**config.mk**
```make
export PLATFORM = sky130hd
export DESIGN_NAME = adsr_envelope_stepper_top_flat
export DESIGN_NICKNAME = d
export VERILOG_FILES = /design/src/sv/adsr_pkg.sv /design/src/sv/adsr_cmd_if.sv /design/src/sv/adsr_env_if.sv /design/src/sv/adsr_apb_regs.sv /design/src/sv/adsr_recur.sv /design/src/sv/adsr_core.sv /design/src/sv/adsr_envelope_stepper_top.sv /design/src/flat_wrapper.sv
export SDC_FILE = /design/constraint.sdc
export NUM_CORES = 2
export LEC_CHECK = 0
export ABC_CLOCK_PERIOD_IN_PS = 19200
export BUFFER_PORTS_ARGS = -buffer_cell sky130_fd_sc_hd__buf_2
export CELL_PAD_IN_SITES_DETAIL_PLACEMENT = 0
export CELL_PAD_IN_SITES_GLOBAL_PLACEMENT = 1
export CORE_MARGIN = 2
export CORE_UTILIZATION = 50
export CTS_CLUSTER_SIZE = 10
export DETAILED_ROUTE_END_ITERATION = 8
export PLACE_DENSITY_LB_ADDON = 0.2
export SLEW_MARGIN = 10
export SYNTH_ARGS = -nofsm -noshare
export SYNTH_HDL_FRONTEND = slang
export SYNTH_SLANG_ARGS = --single-unit
```
**constraint.sdc**
```tcl
create_clock -name clk -period 19.2 [get_ports clk]
set_input_delay 1.92 -clock clk [delete_from_list [all_inputs] [get_ports clk]]
set_output_delay 1.92 -clock clk [all_outputs]
set_load 0.005 [all_outputs]
```
**src/sv/adsr_pkg.sv**
```systemverilog
`default_nettype none

package adsr_pkg;

    localparam int LevelW    = 32;
    localparam int PeakW     = 29;
    localparam int GainW     = 17;
    localparam int FracW     = 28;
    localparam int GainFracW = 16;
    localparam int ProdW     = 2 * LevelW;
    localparam int ShiftW    = ProdW - FracW;
    localparam int SumW      = ShiftW + 1;
    localparam int SusProdW  = PeakW + GainW;
    localparam int SusW      = SusProdW - GainFracW;
    localparam int AddrW     = 3;
    localparam int DataW     = 32;

    localparam logic [GainW-1:0] GainReset = 17'd65536;
    localparam logic [AddrW-3:0] RegSustainGain = 1'b0;

    typedef enum logic [1:0] {
        MODE_TICK    = 2'd0,
        MODE_NOTE_ON = 2'd1,
        MODE_RELEASE = 2'd2,
        MODE_KILL    = 2'd3
    } mode_t;

    typedef enum logic [2:0] {
        PH_IDLE    = 3'd0,
        PH_ATTACK  = 3'd1,
        PH_DECAY   = 3'd2,
        PH_SUSTAIN = 3'd3,
        PH_RELEASE = 3'd4
    } phase_t;

    typedef struct packed {
        mode_t                    mode;
        logic [PeakW-1:0]         peak_level;
        logic signed [LevelW-1:0] first_offset;
        logic signed [LevelW-1:0] first_factor;
        logic signed [LevelW-1:0] second_offset;
        logic signed [LevelW-1:0] second_factor;
    } cmd_t;

    typedef struct packed {
        logic signed [LevelW-1:0] envelope_level;
        phase_t                   phase_code;
    } result_t;

endpackage

`default_nettype wire

```
**src/sv/adsr_cmd_if.sv**
```systemverilog
`default_nettype none

interface adsr_cmd_if;
    logic               valid;
    logic               ready;
    logic [1:0]         mode;
    logic [28:0]        peak_level;
    logic signed [31:0] first_offset;
    logic signed [31:0] first_factor;
    logic signed [31:0] second_offset;
    logic signed [31:0] second_factor;

    modport source (
        output valid, mode, peak_level, first_offset, first_factor,
               second_offset, second_factor,
        input  ready
    );

    modport sink (
        input  valid, mode, peak_level, first_offset, first_factor,
               second_offset, second_factor,
        output ready
    );
endinterface

`default_nettype wire

```
**src/sv/adsr_env_if.sv**
```systemverilog
`default_nettype none

interface adsr_env_if;
    logic               valid;
    logic               ready;
    logic signed [31:0] envelope_level;
    logic [2:0]         phase_code;

    modport source (
        output valid, envelope_level, phase_code,
        input  ready
    );

    modport sink (
        input  valid, envelope_level, phase_code,
        output ready
    );
endinterface

`default_nettype wire

```
**src/sv/adsr_apb_regs.sv**
```systemverilog
`default_nettype none

module adsr_apb_regs (
    input  wire logic                          clk,
    input  wire logic                          rst_n,
    input  wire logic                          psel,
    input  wire logic                          penable,
    input  wire logic                          pwrite,
    input  wire logic [adsr_pkg::AddrW-1:0]    paddr,
    input  wire logic [adsr_pkg::DataW-1:0]    pwdata,
    output logic      [adsr_pkg::DataW-1:0]    prdata,
    output logic                               pready,
    output logic      [adsr_pkg::GainW-1:0]    sustain_gain
);

    logic [adsr_pkg::GainW-1:0] gain_reg;
    logic [adsr_pkg::GainW-1:0] gain_next;
    logic                       hit;

    // word index sits above the byte offset
    assign hit    = (paddr[adsr_pkg::AddrW-1:2] == adsr_pkg::RegSustainGain);
    assign pready = 1'b1;

    always_comb
    begin
        gain_next = gain_reg;
        if (psel && penable && pwrite && pready && hit)
        begin
            gain_next = pwdata[adsr_pkg::GainW-1:0];
        end
    end

    always_ff @(posedge clk or negedge rst_n)
    begin
        if (!rst_n)
        begin
            gain_reg <= adsr_pkg::GainReset;
        end
        else
        begin
            gain_reg <= gain_next;
        end
    end

    always_comb
    begin
        prdata = '0;
        if (hit)
        begin
            prdata = {{(adsr_pkg::DataW - adsr_pkg::GainW){1'b0}}, gain_reg};
        end
    end

    assign sustain_gain = gain_reg;

endmodule

`default_nettype wire

```
**src/sv/adsr_recur.sv**
```systemverilog
`default_nettype none

module adsr_recur (
    input  wire logic signed [adsr_pkg::LevelW-1:0] level,
    input  wire logic signed [adsr_pkg::LevelW-1:0] offset,
    input  wire logic signed [adsr_pkg::LevelW-1:0] factor,
    output logic signed      [adsr_pkg::LevelW-1:0] result
);

    logic signed [adsr_pkg::ProdW-1:0]  prod;
    logic signed [adsr_pkg::ShiftW-1:0] scaled;
    logic signed [adsr_pkg::SumW-1:0]   sum;
    logic                               all_same;

    assign prod = level * factor;
    // dropping the low bits of a two's complement value rounds toward minus infinity
    assign scaled = prod[adsr_pkg::ProdW-1:adsr_pkg::FracW];
    assign sum = {{(adsr_pkg::SumW - adsr_pkg::LevelW){offset[adsr_pkg::LevelW-1]}}, offset}
               + {scaled[adsr_pkg::ShiftW-1], scaled};

    assign all_same = (sum[adsr_pkg::SumW-1:adsr_pkg::LevelW-1] == '0)
                   || (sum[adsr_pkg::SumW-1:adsr_pkg::LevelW-1] == '1);

    always_comb
    begin
        if (all_same)
        begin
            result = sum[adsr_pkg::LevelW-1:0];
        end
        else if (sum[adsr_pkg::SumW-1])
        begin
            result = {1'b1, {(adsr_pkg::LevelW-1){1'b0}}};
        end
        else
        begin
            result = {1'b0, {(adsr_pkg::LevelW-1){1'b1}}};
        end
    end

endmodule

`default_nettype wire

```
**src/sv/adsr_core.sv**
```systemverilog
`default_nettype none

module adsr_core (
    input  wire logic                        clk,
    input  wire logic                        rst_n,
    input  wire logic                        advance,
    input  wire adsr_pkg::cmd_t              cmd,
    input  wire logic [adsr_pkg::GainW-1:0]  sustain_gain,
    output adsr_pkg::result_t                res
);

    localparam int LW = adsr_pkg::LevelW;
    localparam int PW = adsr_pkg::PeakW;

    logic signed [LW-1:0] level_reg, level_next;
    adsr_pkg::phase_t     phase_reg, phase_next;
    logic [PW-1:0]        peak_reg, peak_next;
    logic [PW-1:0]        sustain_reg, sustain_next;
    logic signed [LW-1:0] att_off_reg, att_off_next;
    logic signed [LW-1:0] att_fac_reg, att_fac_next;
    logic signed [LW-1:0] dec_off_reg, dec_off_next;
    logic signed [LW-1:0] dec_fac_reg, dec_fac_next;
    logic signed [LW-1:0] rel_off_reg, rel_off_next;
    logic signed [LW-1:0] rel_fac_reg, rel_fac_next;

    logic signed [LW-1:0]             sel_off;
    logic signed [LW-1:0]             sel_fac;
    logic signed [LW-1:0]             stepped;
    logic [adsr_pkg::SusProdW-1:0]    sus_prod;
    logic [adsr_pkg::SusW-1:0]        sus_scaled;
    logic [PW-1:0]                    sus_sat;
    logic signed [LW-1:0]             peak_s;
    logic signed [LW-1:0]             sustain_s;

    // one multiply-add shared by attack, decay and release
    always_comb
    begin
        unique case (phase_reg)
            adsr_pkg::PH_ATTACK:
            begin
                sel_off = att_off_reg;
                sel_fac = att_fac_reg;
            end
            adsr_pkg::PH_DECAY:
            begin
                sel_off = dec_off_reg;
                sel_fac = dec_fac_reg;
            end
            default:
            begin
                sel_off = rel_off_reg;
                sel_fac = rel_fac_reg;
            end
        endcase
    end

    adsr_recur u_recur (
        .level  (level_reg),
        .offset (sel_off),
        .factor (sel_fac),
        .result (stepped)
    );

    // sustain target taken from the gain at note-on time
    assign sus_prod   = cmd.peak_level * sustain_gain;
    assign sus_scaled = sus_prod[adsr_pkg::SusProdW-1:adsr_pkg::GainFracW];
    assign sus_sat    = sus_scaled[adsr_pkg::SusW-1] ? {PW{1'b1}} : sus_scaled[PW-1:0];

    assign peak_s    = $signed({{(LW - PW){1'b0}}, peak_reg});
    assign sustain_s = $signed({{(LW - PW){1'b0}}, sustain_reg});

    always_comb
    begin
        level_next   = level_reg;
        phase_next   = phase_reg;
        peak_next    = peak_reg;
        sustain_next = sustain_reg;
        att_off_next = att_off_reg;
        att_fac_next = att_fac_reg;
        dec_off_next = dec_off_reg;
        dec_fac_next = dec_fac_reg;
        rel_off_next = rel_off_reg;
        rel_fac_next = rel_fac_reg;

        unique case (cmd.mode)
            adsr_pkg::MODE_NOTE_ON:
            begin
                peak_next    = cmd.peak_level;
                sustain_next = sus_sat;
                att_off_next = cmd.first_offset;
                att_fac_next = cmd.first_factor;
                dec_off_next = cmd.second_offset;
                dec_fac_next = cmd.second_factor;
                phase_next   = adsr_pkg::PH_ATTACK;
            end
            adsr_pkg::MODE_RELEASE:
            begin
                rel_off_next = cmd.first_offset;
                rel_fac_next = cmd.first_factor;
                phase_next   = adsr_pkg::PH_RELEASE;
            end
            adsr_pkg::MODE_KILL:
            begin
                level_next = '0;
                phase_next = adsr_pkg::PH_IDLE;
            end
            adsr_pkg::MODE_TICK:
            begin
                unique case (phase_reg)
                    adsr_pkg::PH_ATTACK:
                    begin
                        if (stepped >= peak_s)
                        begin
                            level_next = peak_s;
                            phase_next = adsr_pkg::PH_DECAY;
                        end
                        else
                        begin
                            level_next = stepped;
                        end
                    end
                    adsr_pkg::PH_DECAY:
                    begin
                        if (stepped <= sustain_s)
                        begin
                            level_next = sustain_s;
                            phase_next = adsr_pkg::PH_SUSTAIN;
                        end
                        else
                        begin
                            level_next = stepped;
                        end
                    end
                    adsr_pkg::PH_RELEASE:
                    begin
                        if (stepped <= $signed({LW{1'b0}}))
                        begin
                            level_next = '0;
                            phase_next = adsr_pkg::PH_IDLE;
                        end
                        else
                        begin
                            level_next = stepped;
                        end
                    end
                    default:
                    begin
                        level_next = level_reg;
                    end
                endcase
            end
            default:
            begin
                level_next = level_reg;
            end
        endcase
    end

    always_ff @(posedge clk or negedge rst_n)
    begin
        if (!rst_n)
        begin
            level_reg   <= '0;
            phase_reg   <= adsr_pkg::PH_IDLE;
            peak_reg    <= '0;
            sustain_reg <= '0;
            att_off_reg <= '0;
            att_fac_reg <= '0;
            dec_off_reg <= '0;
            dec_fac_reg <= '0;
            rel_off_reg <= '0;
            rel_fac_reg <= '0;
        end
        else if (advance)
        begin
            level_reg   <= level_next;
            phase_reg   <= phase_next;
            peak_reg    <= peak_next;
            sustain_reg <= sustain_next;
            att_off_reg <= att_off_next;
            att_fac_reg <= att_fac_next;
            dec_off_reg <= dec_off_next;
            dec_fac_reg <= dec_fac_next;
            rel_off_reg <= rel_off_next;
            rel_fac_reg <= rel_fac_next;
        end
    end

    assign res.envelope_level = level_next;
    assign res.phase_code     = phase_next;

endmodule

`default_nettype wire

```
**src/sv/adsr_envelope_stepper_top.sv**
```systemverilog
`default_nettype none

// channel  direction  handshake          payload
// cmd      in         valid/ready        mode, peak_level, offsets, factors
// env      out        valid/ready        envelope_level, phase_code
// apb      in         psel/penable       sustain_gain at byte address 0
//
// one item per cycle sustained while env is ready; a command is held in the command
// register, and its result is registered in the result register before it is offered
// the cycle is set by the 32x32 multiply, add and saturate of the level update
// a waiting result holds the command register, so with both registers full the
// command side stalls until the result leaves
// async active-low reset returns the envelope to idle at zero, gain to 1.0

module adsr_envelope_stepper_top (
    input  wire logic                        clk,
    input  wire logic                        rst_n,
    adsr_cmd_if.sink                         cmd,
    adsr_env_if.source                       env,
    input  wire logic                        psel,
    input  wire logic                        penable,
    input  wire logic                        pwrite,
    input  wire logic [adsr_pkg::AddrW-1:0]  paddr,
    input  wire logic [adsr_pkg::DataW-1:0]  pwdata,
    output logic      [adsr_pkg::DataW-1:0]  prdata,
    output logic                             pready
);

    logic                       in_valid_reg, in_valid_next;
    adsr_pkg::cmd_t             cmd_reg;
    adsr_pkg::cmd_t             cmd_in;
    logic                       out_valid_reg, out_valid_next;
    adsr_pkg::result_t          res_reg;
    adsr_pkg::result_t          res_calc;
    logic                       advance;
    logic                       take;
    logic [adsr_pkg::GainW-1:0] sustain_gain;

    adsr_apb_regs u_regs (
        .clk          (clk),
        .rst_n        (rst_n),
        .psel         (psel),
        .penable      (penable),
        .pwrite       (pwrite),
        .paddr        (paddr),
        .pwdata       (pwdata),
        .prdata       (prdata),
        .pready       (pready),
        .sustain_gain (sustain_gain)
    );

    assign cmd_in.mode          = adsr_pkg::mode_t'(cmd.mode);
    assign cmd_in.peak_level    = cmd.peak_level;
    assign cmd_in.first_offset  = cmd.first_offset;
    assign cmd_in.first_factor  = cmd.first_factor;
    assign cmd_in.second_offset = cmd.second_offset;
    assign cmd_in.second_factor = cmd.second_factor;

    // the held command moves on once the result register is free or draining
    assign advance   = in_valid_reg && (!out_valid_reg || env.ready);
    assign cmd.ready = !in_valid_reg || advance;
    assign take      = cmd.valid && cmd.ready;

    adsr_core u_core (
        .clk          (clk),
        .rst_n        (rst_n),
        .advance      (advance),
        .cmd          (cmd_reg),
        .sustain_gain (sustain_gain),
        .res          (res_calc)
    );

    always_comb
    begin
        in_valid_next = in_valid_reg;
        if (take)
        begin
            in_valid_next = 1'b1;
        end
        else if (advance)
        begin
            in_valid_next = 1'b0;
        end

        out_valid_next = out_valid_reg;
        if (advance)
        begin
            out_valid_next = 1'b1;
        end
        else if (env.ready)
        begin
            out_valid_next = 1'b0;
        end
    end

    always_ff @(posedge clk or negedge rst_n)
    begin
        if (!rst_n)
        begin
            in_valid_reg  <= 1'b0;
            out_valid_reg <= 1'b0;
        end
        else
        begin
            in_valid_reg  <= in_valid_next;
            out_valid_reg <= out_valid_next;
        end
    end

    always_ff @(posedge clk)
    begin
        if (take)
        begin
            cmd_reg <= cmd_in;
        end
        if (advance)
        begin
            res_reg <= res_calc;
        end
    end

    assign env.valid          = out_valid_reg;
    assign env.envelope_level = res_reg.envelope_level;
    assign env.phase_code     = res_reg.phase_code;

`ifndef SYNTHESIS
    // an idle result always carries a zero level
    a_idle_is_zero: assert property (@(posedge clk) disable iff (!rst_n)
        (env.valid && (env.phase_code == adsr_pkg::PH_IDLE)) |-> (env.envelope_level == '0))
        else $error("idle result with non-zero level");

    // both stages full and output stalled: no new command may be taken
    a_full_stall: assert property (@(posedge clk) disable iff (!rst_n)
        (in_valid_reg && env.valid && !env.ready) |-> !cmd.ready)
        else $error("command taken while pipeline is full");

    // a transfer always lands in the command register
    a_take_lands: assert property (@(posedge clk) disable iff (!rst_n)
        take |=> in_valid_reg)
        else $error("accepted command lost");
`endif

endmodule

`default_nettype wire
```
**src/flat_wrapper.sv**
```systemverilog
// flat-port wrapper written by rule: the top's interface ports become plain ports
module adsr_envelope_stepper_top_flat 
  (clk, rst_n, psel, penable, pwrite, paddr, pwdata, prdata, pready, cmd_valid, cmd_mode, cmd_peak_level, cmd_first_offset, cmd_first_factor, cmd_second_offset, cmd_second_factor, cmd_ready, env_valid, env_envelope_level, env_phase_code, env_ready);
  adsr_cmd_if cmd_i ();
  adsr_env_if env_i ();
  input  wire logic clk;
  input  wire logic rst_n;
  input  wire logic psel;
  input  wire logic penable;
  input  wire logic pwrite;
  input  wire logic [adsr_pkg::AddrW-1:0] paddr;
  input  wire logic [adsr_pkg::DataW-1:0] pwdata;
  output logic      [adsr_pkg::DataW-1:0] prdata;
  output logic pready;
  input wire logic [$bits(cmd_i.valid)-1:0] cmd_valid;
  input wire logic [$bits(cmd_i.mode)-1:0] cmd_mode;
  input wire logic [$bits(cmd_i.peak_level)-1:0] cmd_peak_level;
  input wire logic [$bits(cmd_i.first_offset)-1:0] cmd_first_offset;
  input wire logic [$bits(cmd_i.first_factor)-1:0] cmd_first_factor;
  input wire logic [$bits(cmd_i.second_offset)-1:0] cmd_second_offset;
  input wire logic [$bits(cmd_i.second_factor)-1:0] cmd_second_factor;
  output wire logic [$bits(cmd_i.ready)-1:0] cmd_ready;
  output wire logic [$bits(env_i.valid)-1:0] env_valid;
  output wire logic [$bits(env_i.envelope_level)-1:0] env_envelope_level;
  output wire logic [$bits(env_i.phase_code)-1:0] env_phase_code;
  input wire logic [$bits(env_i.ready)-1:0] env_ready;
  assign cmd_i.valid = cmd_valid;
  assign cmd_i.mode = cmd_mode;
  assign cmd_i.peak_level = cmd_peak_level;
  assign cmd_i.first_offset = cmd_first_offset;
  assign cmd_i.first_factor = cmd_first_factor;
  assign cmd_i.second_offset = cmd_second_offset;
  assign cmd_i.second_factor = cmd_second_factor;
  assign cmd_ready = cmd_i.ready;
  assign env_valid = env_i.valid;
  assign env_envelope_level = env_i.envelope_level;
  assign env_phase_code = env_i.phase_code;
  assign env_i.ready = env_ready;
  adsr_envelope_stepper_top u_core (.clk(clk), .rst_n(rst_n), .cmd(cmd_i), .env(env_i), .psel(psel), .penable(penable), .pwrite(pwrite), .paddr(paddr), .pwdata(pwdata), .prdata(prdata), .pready(pready));
endmodule
```
==> run metrics <==
status finished, final reports clean; Worst path top cell family by delay simple AND/OR/NAND/NOR gates; Main synth FF type dfrtp_1; Post-synth ARST share roughly three fifths; leading cell type in the layout, fill and taps excluded nand2_1; buffers and inverters on the worst path 7; crit path launch type register; max-cap check violation count 0; die height 388 µm; critical path required time 19.59 ns; antenna violations before repair 14; ANT nets after route 0; Final TNS setup 0 ns; # fillers 13400; Compound-Gate Fraction of Synth Area 6.82%; largest family of logic cells by synthesized area adder cells; First-pass DRT Iterations 6; first-pass GRT wire length 343000 µm; Worst Setup Path Type reg -> reg; Synth Area in XOR/XNOR 1.16%; Hold Crit Start u_core.cmd_reg[60]$_DFFE_PP_; Post-Syn Instances 7702; all-layer global routing usage 29.9%; Wirelength per Cell between 20 and 25 µm; Resized cells post-CTS 0; routed vias ~53000; Non-Filler Instances 9665; gr ovfl total 0; largest net degree at the start of global routing 136; CTS buffer count 60; Post-route DRC 0; placed insts 9548; critical path peak fanout 67; post-synth cell types 87; multiplexer share of the synthesized area 1.31%; Rows 140; hold_buf cts 0; Final min period between 15 and 20 ns; Max Slew Vio Count 0; P&R area growth vs syn 6.71%; Post-CTS Setup Inserts 0; unrepaired setup endpoints after global routing false; Worst-Margin Slew 1.13 ns; TritonCTS clock tree built; final worst path period share roughly 95%; FF+latch count, synth between 400 and 500; H-tree depth 2; WHS 0.416 ns; vias in the first global route 57400; WP data arrival between 15 and 20 ns; Syn. warnings 0; port bufs 237; # IOs around 270; Final Setup Violations 0; crit end category register; worst reg2reg path startpoint u_core.u_core.phase_reg[0]$_DFFE_PN0P_; most frequent CP cell fa_1; sequential area share after synthesis 18.2%; Post-Synthesis Cell Area about 74000 µm²; DP HPWL between 150000 and 200000 µm; Critical-path top delay cell nor3b_2; number of synthesized flops with an enable pin 194; Hold Vio Cnt, Final 0; DIE AREA 151000 µm²; vias per cell 5.52; clk buf depth 3; Placer Congestion 0.913; slowest stage delay, CP between 0.9 and 1 ns; syn_area_per_cell 9.57 µm²; fraction of layout cells with a size suffix above 1 7.98%; commonest cells after routing, fill and taps aside nand2_1 (1547), fa_1 (1484), inv_1 (1419), and2_1 (605), ha_1 (396); clk root buf clkbuf_16; max FFs per register 159; type of the most critical hold path reg -> reg; Worst Setup SP u_core.u_core.phase_reg[0]$_DFFE_PN0P_; clk sink count roughly 500; Core ar. around 150000 µm²; Synth Area in Simple Gates 15.7%; Adder-Cell Fraction of Synth Area between 40% and 50%; initial core utilization between 50% and 60%; Starting DRT DRC Count 3790; clock slew at reported path FFs about 0.070 ns; die extent in x 388 µm; clk_skew 0.0669 ns; Fmax achieved around 55 MHz; Slew headroom 24.1%; Final nets 9774; final WL 217000 µm; clk_lat worst skew 0.69 ns
## cells in the mapped netlist, types with 6 or more instances
cell type / instances / area, µm²
edfxtp_1: 194 / 5830
o21ai_0: 128 / 641
o2bb2ai_1: 11 / 96.3
o21a_1: 32 / 240
nor2b_1: 40 / 250
a31oi_1: 12 / 75.1
o211ai_1: 49 / 368
a221o_1: 6 / 60.1
o31ai_1: 7 / 52.6
o22ai_1: 7 / 43.8
o21bai_1: 11 / 82.6
o221ai_1: 9 / 78.8
or2_2: 26 / 163
a221oi_1: 8 / 70.1
inv_1: 1419 / 5330
xnor2_1: 57 / 499
a222oi_1: 6 / 60.1
nand3_1: 36 / 180
dfrtp_1: 303 / 7580
or3_1: 11 / 68.8
ha_1: 396 / 4950
clkbuf_1: 432 / 1620
nand4_1: 23 / 144
buf_4: 17 / 128
a22oi_1: 81 / 608
fa_1: 1484 / 29700
and4_1: 9 / 78.8
a21oi_1: 141 / 706
nor2_1: 122 / 458
nor3_1: 38 / 190
xor2_1: 41 / 359
buf_2: 11 / 55.1
mux2_2: 82 / 923
a22o_1: 21 / 184
o2111ai_1: 37 / 324
buf_1: 9 / 33.8
nand2b_1: 11 / 68.8
and2_1: 606 / 3790
and3_1: 14 / 87.6
a2bb2oi_1: 25 / 219
nand2_1: 1560 / 5860
a211oi_1: 14 / 105
a21o_1: 61 / 458
## kinds of logic (layout without fill, tap and decap cells)
| kind of cell | after synthesis | count (layout) |
|---|---|---|
| simple gates | 2523 | 2523 |
| flops | 498 | 498 |
| fa+ha+maj | 1880 | 1880 |
| compound gates | 722 | 722 |
| other cells | 2 | 20 |
| xor+xnor | 98 | 98 |
| mux | 86 | 86 |
| buf+inv | 1893 | 1921 |
## metrics by stage
stage / setup WS (ns) / area, µm² / utilization [%]
4_1_cts: 1.33 / 78700 / 53.8
5_1_grt: 0.282 / 78700 / 53.8
3_3_place_gp: 1.45 / 76700 / 52.5
3_5_place_dp: 1.50 / 76700 / 52.5
2_1_floorplan: 4.67 / 73800 / -
6_report: 0.973 / 78700 / 53.8
## worst register-to-register path, delay by kind of cell (launching register included)
family                   cells  cell delay, ns
AND/OR/NAND/NOR             17            5.45
flip-flops                   1            0.67
AO/OA/AOI/OAI               18            3.97
adder cells (fa/ha/maj)     11            5.23
buffers and inverters        7            1.89
XOR/XNOR                     2            0.76
## layout make-up
class	count	area (µm²)	share of cell area, %
diodes	4	10.0	0.0127
clock buffers	106	1800	2.28
clock inverters	7	130	0.165
inverters	1420	5330	6.78
multi-input cells	5325	53200	67.7
flip-flops and latches	498	13400	17.1
well taps	1917	2400	3.05
repair buffers	388	2340	2.98
## layer usage
metal  GRT usage (%)  vias up  wire [µm]
met5               0        -         25
met4            8.79        4       7110
met3            4.55      339      15300
met2            49.1     1754     104000
met1            41.1    27900      90900
li1                -    23400          -
## worst paths after layout
path / to / slack (ns) / depth (start not counted)
min reg2reg: u_core.u_core.dec_off_reg[28]$_DFFE_PN0P_ / 0.42 / 2
min in group asynchronous: u_core.u_core.rel_off_reg[15]$_DFFE_PN0P_ / 1.22 / 1
max reg2reg: u_core.env.envelope_level[6]$_DFFE_PP_ / 0.97 / 55
max in group asynchronous: u_core.u_core.level_reg[5]$_DFFE_PN0P_ / 16.25 / 2
max: u_core.env.envelope_level[6]$_DFFE_PP_ / 0.97 / 55
min: u_core.u_core.dec_off_reg[28]$_DFFE_PN0P_ / 0.42 / 2
Power is not shown: default switching activity piles up to over one toggle a cycle in this logic, so the estimate is an artifact.
